File: src/design/refcounted_stream_registration_table_defines.svh
// Assertion macros for the stream registration table RTL.
// Depends on nothing; files that check their own logic include it.
`ifndef REFCOUNTED_STREAM_REGISTRATION_TABLE_DEFINES_SVH
`define REFCOUNTED_STREAM_REGISTRATION_TABLE_DEFINES_SVH

// Same-cycle implication, disabled while reset is asserted.
`define RSRT_ASSERT_NOW(label, clk, rst_n, ante, cons, msg) \
    label: assert property (@(posedge clk) disable iff (!(rst_n)) (ante) |-> (cons)) \
        else $error(msg);

// Next-cycle implication, disabled while reset is asserted.
`define RSRT_ASSERT_NEXT(label, clk, rst_n, ante, cons, msg) \
    label: assert property (@(posedge clk) disable iff (!(rst_n)) (ante) |=> (cons)) \
        else $error(msg);

`endif

File: src/design/rsrt_pkg.sv
// Shared types and constants for the stream registration table.
// Used by the controller, the datapath and the top level.
package rsrt_pkg;

    // Width of one stream identifier.
    localparam int KEY_BITS = 64;

    // Result status codes.
    localparam logic [2:0] STATUS_OK          = 3'd0;
    localparam logic [2:0] STATUS_FULL        = 3'd1;
    localparam logic [2:0] STATUS_NOT_REG     = 3'd2;
    localparam logic [2:0] STATUS_REMOTE_FAIL = 3'd3;
    localparam logic [2:0] STATUS_SATURATED   = 3'd4;

    // Action codes.
    localparam logic ACT_REGISTER   = 1'b0;
    localparam logic ACT_DEREGISTER = 1'b1;

    // Commands from the controller to the datapath.
    typedef struct packed {
        logic load;    // capture a new request and restart the scan
        logic scan;    // issue one table read
        logic clr_wr;  // write one cleared entry
        logic commit;  // write back the entry and register the result
    } t_cmd;

    // Status from the datapath to the controller.
    typedef struct packed {
        logic clr_last;  // the clearing pass writes its last entry
        logic rd_last;   // the scan issues its last read
    } t_stat;

endpackage

File: src/design/rsrt_ram.sv
// Generic single-write, single-read RAM with a registered read port.
// Depends on nothing.
module rsrt_ram #(
    parameter int WIDTH = 72,
    parameter int DEPTH = 64
) (
    input  logic                                   i_clk,
    input  logic                                   i_wr_en,
    input  logic [(DEPTH > 1 ? $clog2(DEPTH) : 1)-1:0] i_wr_addr,
    input  logic [WIDTH-1:0]                       i_wr_data,
    input  logic                                   i_rd_en,
    input  logic [(DEPTH > 1 ? $clog2(DEPTH) : 1)-1:0] i_rd_addr,
    output logic [WIDTH-1:0]                       o_rd_data
);

    logic [WIDTH-1:0] r_mem [DEPTH];
    logic [WIDTH-1:0] r_rd_data;

    // One write and one registered read per cycle.
    always_ff @(posedge i_clk) begin
        if (i_wr_en) begin
            r_mem[i_wr_addr] <= i_wr_data;
        end
        if (i_rd_en) begin
            r_rd_data <= r_mem[i_rd_addr];
        end
    end

    assign o_rd_data = r_rd_data;

endmodule

File: src/design/rsrt_ctrl.sv
// Controller for the stream registration table: clearing pass, scan and commit.
// Depends on rsrt_pkg and on the assertion macro header.
`include "refcounted_stream_registration_table_defines.svh"

module rsrt_ctrl (
    input  logic           i_clk,
    input  logic           i_rst_n,
    input  logic           i_start,
    input  rsrt_pkg::t_stat i_stat,
    output rsrt_pkg::t_cmd  o_cmd,
    output logic           o_busy
);

    localparam logic [2:0] S_CLEAR  = 3'd0;
    localparam logic [2:0] S_IDLE   = 3'd1;
    localparam logic [2:0] S_SCAN   = 3'd2;
    localparam logic [2:0] S_DRAIN  = 3'd3;
    localparam logic [2:0] S_COMMIT = 3'd4;

    logic [2:0] r_state;
    logic [2:0] n_state;

    // Next-state logic.
    always_comb begin
        n_state = r_state;
        unique case (r_state)
            S_CLEAR: begin
                if (i_stat.clr_last) begin
                    n_state = S_IDLE;
                end
            end
            S_IDLE: begin
                if (i_start) begin
                    n_state = S_SCAN;
                end
            end
            S_SCAN: begin
                if (i_stat.rd_last) begin
                    n_state = S_DRAIN;
                end
            end
            S_DRAIN: begin
                n_state = S_COMMIT;
            end
            S_COMMIT: begin
                n_state = S_IDLE;
            end
            default: begin
                n_state = S_IDLE;
            end
        endcase
    end

    // State register; reset starts the clearing pass.
    always_ff @(posedge i_clk) begin
        if (!i_rst_n) begin
            r_state <= S_CLEAR;
        end else begin
            r_state <= n_state;
        end
    end

    // Commands decoded from the state.
    always_comb begin
        o_cmd.load   = (r_state == S_IDLE) && i_start;
        o_cmd.scan   = (r_state == S_SCAN);
        o_cmd.clr_wr = (r_state == S_CLEAR);
        o_cmd.commit = (r_state == S_COMMIT);
    end

    assign o_busy = (r_state != S_IDLE);

    // A transaction accepted in idle always starts a scan.
    `RSRT_ASSERT_NEXT(a_start_scans, i_clk, i_rst_n, (r_state == S_IDLE) && i_start, r_state == S_SCAN, "accepted request did not start a scan")
    // The scan only ends on its last read.
    `RSRT_ASSERT_NEXT(a_scan_holds, i_clk, i_rst_n, (r_state == S_SCAN) && !i_stat.rd_last, r_state == S_SCAN, "scan ended early")
    // Commit lasts one cycle and returns to idle.
    `RSRT_ASSERT_NEXT(a_commit_once, i_clk, i_rst_n, r_state == S_COMMIT, (r_state == S_IDLE) && !o_cmd.commit, "commit did not return to idle")
    // No write-back while the clearing pass runs.
    `RSRT_ASSERT_NOW(a_clear_excl, i_clk, i_rst_n, o_cmd.clr_wr, !o_cmd.commit && !o_cmd.scan, "clear overlaps other work")

endmodule

File: src/design/rsrt_dp.sv
// Datapath for the stream registration table: request registers, scan
// bookkeeping, count update and result registers around one table RAM.
// Depends on rsrt_pkg and rsrt_ram.
module rsrt_dp #(
    parameter int ENTRIES    = 32,
    parameter int COUNT_BITS = 8
) (
    input  logic                         i_clk,
    input  logic                         i_rst_n,
    input  rsrt_pkg::t_cmd               i_cmd,
    output rsrt_pkg::t_stat              o_stat,
    input  logic                         i_action,
    input  logic                         i_table_sel,
    input  logic [rsrt_pkg::KEY_BITS-1:0] i_stream_key,
    input  logic                         i_remote_ok,
    output logic                         o_res_valid,
    output logic [2:0]                   o_status,
    output logic                         o_issue_remote,
    output logic [4:0]                   o_slot,
    output logic [7:0]                   o_count_after
);

    localparam int DEPTH = 2 * ENTRIES;
    localparam int AW    = (DEPTH > 1) ? $clog2(DEPTH) : 1;
    localparam int IW    = (ENTRIES > 1) ? $clog2(ENTRIES) : 1;
    localparam int WIDTH = rsrt_pkg::KEY_BITS + COUNT_BITS;
    localparam logic [COUNT_BITS-1:0] CNT_MAX = '1;

    // Request registers.
    logic                          r_action;
    logic                          r_table;
    logic [rsrt_pkg::KEY_BITS-1:0] r_key;
    logic                          r_remote_ok;

    // Scan bookkeeping.
    logic [AW-1:0]          r_clr_addr;
    logic [IW-1:0]          r_rd_idx;
    logic [IW-1:0]          r_eval_idx;
    logic                   r_dvalid;
    logic                   r_found_match;
    logic [IW-1:0]          r_match_idx;
    logic [COUNT_BITS-1:0]  r_match_cnt;
    logic                   r_found_free;
    logic [IW-1:0]          r_free_idx;

    // Result registers.
    logic       r_res_valid;
    logic [2:0] r_status;
    logic       r_issue;
    logic [4:0] r_slot;
    logic [7:0] r_count_after;

    // RAM signals.
    logic                          ram_wr_en;
    logic [AW-1:0]                 ram_wr_addr;
    logic [WIDTH-1:0]              ram_wr_data;
    logic [AW-1:0]                 ram_rd_addr;
    logic [WIDTH-1:0]              ram_rd_data;
    logic [rsrt_pkg::KEY_BITS-1:0] rd_key;
    logic [COUNT_BITS-1:0]         rd_cnt;

    // Commit evaluation.
    logic                  hit;
    logic [IW-1:0]         hit_idx;
    logic [COUNT_BITS-1:0] old_cnt;
    logic [COUNT_BITS-1:0] n_cnt;
    logic [2:0]            n_status;
    logic                  n_issue;
    logic [AW-1:0]         commit_addr;
    logic [31:0]           idx_wide;
    logic [31:0]           cnt_wide;

    rsrt_ram #(
        .WIDTH(WIDTH),
        .DEPTH(DEPTH)
    ) u_ram (
        .i_clk    (i_clk),
        .i_wr_en  (ram_wr_en),
        .i_wr_addr(ram_wr_addr),
        .i_wr_data(ram_wr_data),
        .i_rd_en  (i_cmd.scan),
        .i_rd_addr(ram_rd_addr),
        .o_rd_data(ram_rd_data)
    );

    assign rd_key = ram_rd_data[WIDTH-1 -: rsrt_pkg::KEY_BITS];
    assign rd_cnt = ram_rd_data[COUNT_BITS-1:0];

    // Table entries sit in the lower half for listeners, upper half for talkers.
    assign ram_rd_addr = r_table ? (AW'(ENTRIES) + AW'(r_rd_idx)) : AW'(r_rd_idx);
    assign commit_addr = r_table ? (AW'(ENTRIES) + AW'(hit_idx)) : AW'(hit_idx);

    // Status toward the controller.
    assign o_stat.clr_last = (r_clr_addr == AW'(DEPTH - 1));
    assign o_stat.rd_last  = (r_rd_idx == IW'(ENTRIES - 1));

    // A match wins over a free entry; a claimed entry starts at count zero.
    always_comb begin
        hit      = r_found_match || r_found_free;
        hit_idx  = r_found_match ? r_match_idx : r_free_idx;
        old_cnt  = r_found_match ? r_match_cnt : '0;
        n_cnt    = old_cnt;
        n_status = rsrt_pkg::STATUS_OK;
        n_issue  = 1'b0;
        if (!hit) begin
            n_status = (r_action == rsrt_pkg::ACT_DEREGISTER) ?
                       rsrt_pkg::STATUS_NOT_REG : rsrt_pkg::STATUS_FULL;
        end else if (r_action == rsrt_pkg::ACT_REGISTER) begin
            priority if (old_cnt == '0) begin
                n_issue = 1'b1;
                if (r_remote_ok) begin
                    n_cnt = COUNT_BITS'(1);
                end else begin
                    n_status = rsrt_pkg::STATUS_REMOTE_FAIL;
                end
            end else if (old_cnt == CNT_MAX) begin
                n_status = rsrt_pkg::STATUS_SATURATED;
            end else begin
                n_cnt = old_cnt + COUNT_BITS'(1);
            end
        end else begin
            if (old_cnt == '0) begin
                n_status = rsrt_pkg::STATUS_NOT_REG;
            end else begin
                n_cnt = old_cnt - COUNT_BITS'(1);
                if (old_cnt == COUNT_BITS'(1)) begin
                    n_issue = 1'b1;
                end
            end
        end
        idx_wide = 32'(hit_idx);
        cnt_wide = 32'(n_cnt);
    end

    // Write port: clearing pass or write-back of the chosen entry.
    always_comb begin
        if (i_cmd.clr_wr) begin
            ram_wr_en   = 1'b1;
            ram_wr_addr = r_clr_addr;
            ram_wr_data = '0;
        end else begin
            ram_wr_en   = i_cmd.commit && hit;
            ram_wr_addr = commit_addr;
            ram_wr_data = {r_key, n_cnt};
        end
    end

    // Request capture.
    always_ff @(posedge i_clk) begin
        if (i_cmd.load) begin
            r_action    <= i_action;
            r_table     <= i_table_sel;
            r_key       <= i_stream_key;
            r_remote_ok <= i_remote_ok;
        end
    end

    // Clear address, read index and scan flags.
    always_ff @(posedge i_clk) begin
        if (!i_rst_n) begin
            r_clr_addr    <= '0;
            r_rd_idx      <= '0;
            r_dvalid      <= 1'b0;
            r_found_match <= 1'b0;
            r_found_free  <= 1'b0;
        end else begin
            if (i_cmd.clr_wr) begin
                r_clr_addr <= r_clr_addr + AW'(1);
            end
            r_dvalid <= i_cmd.scan;
            if (i_cmd.load) begin
                r_rd_idx      <= '0;
                r_found_match <= 1'b0;
                r_found_free  <= 1'b0;
            end else begin
                if (i_cmd.scan) begin
                    r_rd_idx <= r_rd_idx + IW'(1);
                end
                if (r_dvalid) begin
                    if (!r_found_match && (rd_key == r_key)) begin
                        r_found_match <= 1'b1;
                    end
                    if (!r_found_free && (rd_cnt == '0)) begin
                        r_found_free <= 1'b1;
                    end
                end
            end
        end
    end

    // Payload of the first match and first free entry seen.
    always_ff @(posedge i_clk) begin
        if (i_cmd.scan) begin
            r_eval_idx <= r_rd_idx;
        end
        if (r_dvalid && !i_cmd.load) begin
            if (!r_found_match && (rd_key == r_key)) begin
                r_match_idx <= r_eval_idx;
                r_match_cnt <= rd_cnt;
            end
            if (!r_found_free && (rd_cnt == '0)) begin
                r_free_idx <= r_eval_idx;
            end
        end
    end

    // Result strobe.
    always_ff @(posedge i_clk) begin
        if (!i_rst_n) begin
            r_res_valid <= 1'b0;
        end else begin
            r_res_valid <= i_cmd.commit;
        end
    end

    // Result payload.
    always_ff @(posedge i_clk) begin
        if (i_cmd.commit) begin
            r_status      <= n_status;
            r_issue       <= hit && n_issue;
            r_slot        <= hit ? idx_wide[4:0] : 5'd0;
            r_count_after <= hit ? cnt_wide[7:0] : 8'd0;
        end
    end

    assign o_res_valid    = r_res_valid;
    assign o_status       = r_status;
    assign o_issue_remote = r_issue;
    assign o_slot         = r_slot;
    assign o_count_after  = r_count_after;

endmodule

File: src/design/refcounted_stream_registration_table.sv
// Top level of the reference-counted stream registration table.
// Depends on rsrt_pkg, rsrt_ctrl, rsrt_dp and rsrt_ram.
//
// Usage:
//   A request is a transaction accepted at a rising edge with start high and
//   busy low: i_action, i_table_sel, i_stream_key and i_remote_ok are sampled
//   there. The block scans the selected table of ENTRIES entries, one RAM
//   read per cycle, records the first key match and the first free entry,
//   then writes the chosen entry, if there is one, back in one commit cycle.
//   The result (o_status, o_issue_remote, o_slot, o_count_after) is shown for
//   exactly one cycle with o_result_valid high, after the scan, drain and
//   commit states and the result register, and is taken at the edge that
//   ends that cycle. Busy falls in that same cycle, so a new request may be
//   accepted at that edge. The scan reads the table through the single
//   read port of its RAM.
//   The receiver cannot stall; each result must be taken in its cycle.
//   After reset a clearing pass writes all 2 * ENTRIES entries to zero, one
//   per cycle, with busy held high for the whole pass.
module refcounted_stream_registration_table #(
    parameter int ENTRIES    = 32,
    parameter int COUNT_BITS = 8
) (
    input  logic                          i_clk,
    input  logic                          i_rst_n,
    input  logic                          start,
    output logic                          busy,
    input  logic                          i_action,
    input  logic                          i_table_sel,
    input  logic [rsrt_pkg::KEY_BITS-1:0] i_stream_key,
    input  logic                          i_remote_ok,
    output logic                          o_result_valid,
    output logic [2:0]                    o_status,
    output logic                          o_issue_remote,
    output logic [4:0]                    o_slot,
    output logic [7:0]                    o_count_after
);

    rsrt_pkg::t_cmd  cmd;
    rsrt_pkg::t_stat stat;

    // Sequencing of clear, scan and commit.
    rsrt_ctrl u_ctrl (
        .i_clk  (i_clk),
        .i_rst_n(i_rst_n),
        .i_start(start),
        .i_stat (stat),
        .o_cmd  (cmd),
        .o_busy (busy)
    );

    // Table storage, lookup bookkeeping and result registers.
    rsrt_dp #(
        .ENTRIES   (ENTRIES),
        .COUNT_BITS(COUNT_BITS)
    ) u_dp (
        .i_clk         (i_clk),
        .i_rst_n       (i_rst_n),
        .i_cmd         (cmd),
        .o_stat        (stat),
        .i_action      (i_action),
        .i_table_sel   (i_table_sel),
        .i_stream_key  (i_stream_key),
        .i_remote_ok   (i_remote_ok),
        .o_res_valid   (o_result_valid),
        .o_status      (o_status),
        .o_issue_remote(o_issue_remote),
        .o_slot        (o_slot),
        .o_count_after (o_count_after)
    );

endmodule
File: config.mk
export PLATFORM = sky130hd
export DESIGN_NAME = refcounted_stream_registration_table
export DESIGN_NICKNAME = d
export VERILOG_FILES = /design/src/design/rsrt_pkg.sv /design/src/design/rsrt_ram.sv /design/src/design/rsrt_ctrl.sv /design/src/design/rsrt_dp.sv /design/src/design/refcounted_stream_registration_table.sv
export VERILOG_INCLUDE_DIRS = /design/src /design/src/design
export SDC_FILE = /design/constraint.sdc
export NUM_CORES = 2
export LEC_CHECK = 0
export BUFFER_PORTS_ARGS = -buffer_cell sky130_fd_sc_hd__buf_2
export CAP_MARGIN = 20
export CELL_PAD_IN_SITES_DETAIL_PLACEMENT = 1
export CELL_PAD_IN_SITES_GLOBAL_PLACEMENT = 1
export CORE_MARGIN = 2
export CORE_UTILIZATION = 61
export DETAILED_ROUTE_END_ITERATION = 10
export PLACE_DENSITY_LB_ADDON = 0.1
export REMOVE_ABC_BUFFERS = 1
export SLEW_MARGIN = 20
export SYNTH_ARGS = -nofsm -noshare
export SYNTH_HDL_FRONTEND = slang
export SYNTH_HIERARCHICAL = 1
export SYNTH_MEMORY_MAX_BITS = 65536
export SYNTH_SLANG_ARGS = --single-unit
File: constraint.sdc
create_clock -name i_clk -period 12.96 [get_ports i_clk]
set_input_delay 1.296 -clock i_clk [delete_from_list [all_inputs] [get_ports i_clk]]
set_output_delay 1.296 -clock i_clk [all_outputs]
set_load 0.02 [all_outputs]
==> impl_metrics.toml <==
[status]
status = "completed"

[drt]
via_count = 93100
drt-pass1-iter-count = 6
vias_per_cell = 7.38
first_iter_violations = 15100
wl_per_cell_um = 43.5
drtAntennaViolNets = 0
finalWirelength_um = 548000
drcViolationCount = 0

[clock_tree]
clock_latency_ns = 0.99
clkTransAtPathRegs_ns = 0.06
cts_tree = "yes"
cts_inserted_buffers = 460
cts_resized = 0
cts_max_path_buffers = 4
post_cts_buffers = 0
holdBufCountCts = 0
clkSinkCount = 4805
root_buffer = "clkbuf_16"
h-tree-depth = 5

[global_routing]
grt_overflow = 0
grt_usage = 0.367
use_met2 = 0.570
grtUsageMet1 = 0.503
antenna_found_initial = 33
top_usage_layer = "met2"
grt_pass1_vias = 95400
use_met3 = 0.0843
grt_max_degree = 126
grt_pass1_wl_um = 762000

[synth]
netlist_area_um2 = 182000
synth_warnings = 6
synth_area_per_cell_um2 = 23.2
ys_ff_latch = 4805
async_flop_share = 0
synthFlopType = "edfxtp_1"
netlist_instances = 7842
synth-edff-count = 4787
synth_top_area_frac = 0.789
yosysTopAreaCell = "edfxtp_1"
ys_types = 66
ys_seq_area_frac = 0.791
synthTopCellsByArea = "edfxtp_1 (79%), mux4_2 (14%), a22oi_1 (1.2%)"

[pwr]
power.density_nw_per_um2 = 151
leakagePower_uw = 0.0610
irDropWorstVdd_v = 0.000160

[sta]
worstMarginPinSlew_ns = 1.30
fin_worst_skew_ns = 0.0513
rsz0062_at_grt = "no"
timing.fmax_mhz = 179
fin_hold_ws_ns = 0.462
fin_crit_ns = 5.60
tns_ns = 0
relSlewSlack = 0.136
setup_viol = 0
hold_viol = 0
final.setup.worst_slack_ns = 7.36
final.period_utilization = 0.432
slew_violations = 0

[final_layout]
multi_input_area_um2 = 36900
stdcell_count = 12600
area_delta_synth_final_pct = 12.1
regArea_um2 = 144000
drive_gt1_frac = 0.276
fin_nets = 8337
fillers = 22200
stdcell_area_um2 = 204000
final_cell_mix = "edfxtp_1 (4,787), mux4_2 (1,152), clkbuf_16 (464), a22oi_1 (289), buf_4 (285)"
final_common_cell = "edfxtp_1"

[place]
dpl_cell_area_um2 = 189000
place_ws_ns = 7.60
portBuffers = 88
gp_congestion = 0.871
dp_hpwl_um = 306000
dp_cells = 11700

[setup_path]
required_ns = 13.56
cp-end-kind = "flip-flop"
rr_worst_depth = 10
slowest_stage = "buf_4"
cp-startpoint = "u_ctrl/r_state[2]$_SDFFE_PN0P_"
timing.rr.start = "u_ctrl/r_state[2]$_SDFFE_PN0P_"
reg2reg_to = "u_dp/u_ram/r_mem[45][56]$_DFFE_PP_"
crit_chain = "nor3_2 -> buf_12 -> nand2_1 -> o21ai_0 -> buf_4 -> nor2b_1 -> nand3_1 -> nor2_4 -> buf_4 -> buf_4"
cp_common_cell = "buf_4"
r2r_setup_slack_ns = 7.36
cp.arrival_ns = 6.20
cp_slowest_stage_delay_ns = 0.79
critPathMaxFanout = 62
critPathLaunchType = "flip-flop"
crit_end = "u_dp/u_ram/r_mem[45][56]$_DFFE_PP_"
path_class = "flip-flop to flip-flop"

[min_path]
hp-class = "flip-flop to flip-flop"

[floorplanning]
num_io_pins = 89
rows = 200
die_x_um = 550
chipHeight_um = 550
initial_utilization = 0.613
fp.coreArea_um2 = 297000
dieArea_um2 = 303000

[flow_run]
drv_cap = 0
==> Yosys cell counts (34+ instances only) <==
cell type     n
nor2b_1      73
mux4_2     1152
a22oi_1     289
mux2i_1     116
nor2_1      155
buf_4        56
o22ai_1     152
o221ai_1     56
clkbuf_1    158
a211oi_1     74
nand3_1     135
edfxtp_1   4787
nand2_1      34
xnor2_1      48
buf_2       195
o211a_1      72
==> registers in the layout, summed over array words and instances (netlist names), 3 cells and up <==
signal / count
u_dp/r_key: 64
u_dp/u_ram/o_rd_data: 72
u_ctrl/r_state: 3
u_dp/o_slot: 5
u_dp/r_clr_addr: 6
u_dp/r_free_idx: 5
u_dp/o_count_after: 8
u_dp/r_eval_idx: 5
u_dp/u_ram/r_mem: 4608
u_dp/r_match_idx: 5
u_dp/r_match_cnt: 8
u_dp/r_rd_idx: 5
u_dp/o_status: 3
==> per-layer routing <==
layer | routed length (µm) | vias up
met4 | 29900 | 32
met2 | 260000 | 7307
met1 | 192000 | 49900
met5 | 213 | -
met3 | 66300 | 1251
li1 | - | 34600
==> worst max-delay path, delay by kind of cell (launching register included) <==
kind / cells / cell delay [ns]
AND/OR/NAND/NOR: 5 / 2.14
flip-flops: 1 / 0.39
AO/OA/AOI/OAI: 1 / 0.13
buffers and inverters: 4 / 2.32
==> worst min path at each step <==
stage                     depth (start not counted)                               from                             to
after floorplan                                   0  u_dp/u_ram/o_rd_data[6]$_DFFE_PP_  u_dp/r_match_cnt[6]$_DFFE_PP_
after global placement                            0       u_dp/r_eval_idx[4]$_DFFE_PP_   u_dp/r_free_idx[4]$_DFFE_PP_
after detailed placement                          0  u_dp/u_ram/o_rd_data[7]$_DFFE_PP_  u_dp/r_match_cnt[7]$_DFFE_PP_
after CTS                                         1                   i_stream_key[38]       u_dp/r_key[38]$_DFFE_PP_
after global routing                              1                   i_stream_key[28]       u_dp/r_key[28]$_DFFE_PP_
final                                             0       u_dp/r_eval_idx[2]$_DFFE_PP_   u_dp/r_free_idx[2]$_DFFE_PP_
==> power breakdown <==
part	leakage, µW	switching (µW)	internal (µW)	total (µW)
Clock	0.00738	5850	7730	13600
Sequential	0.0430	25.9	16900	17000
Combinational	0.0106	168	81.8	250
==> stage by stage <==
stage / power, µW / utilization
CTS: 30900 / 0.687
floorplan: 17400 / -
detailed placement: 17500 / 0.636
global placement: 17500 / 0.636
global route: 31400 / 0.687
finish: 30800 / 0.688
==> area by class of cell <==
cell class,count,share of cell area
inverters,29,0.000533
clock inverters,297,0.0153
multi-input cells,2570,0.181
clock buffers,553,0.0585
repair buffers,395,0.0149
flip-flops and latches,4805,0.706
diodes,14,0.000172
well taps,3939,0.0241
==> cells by family after synthesis <==
group | share of synthesized area
simple gates | 0.0156
buf+inv | 0.0122
compound gates | 0.0290
mux | 0.149
flops | 0.791
xor+xnor | 0.00264
fa+ha+maj | 0.000412
No activity file was read; power rests on OpenSTA's default activity.
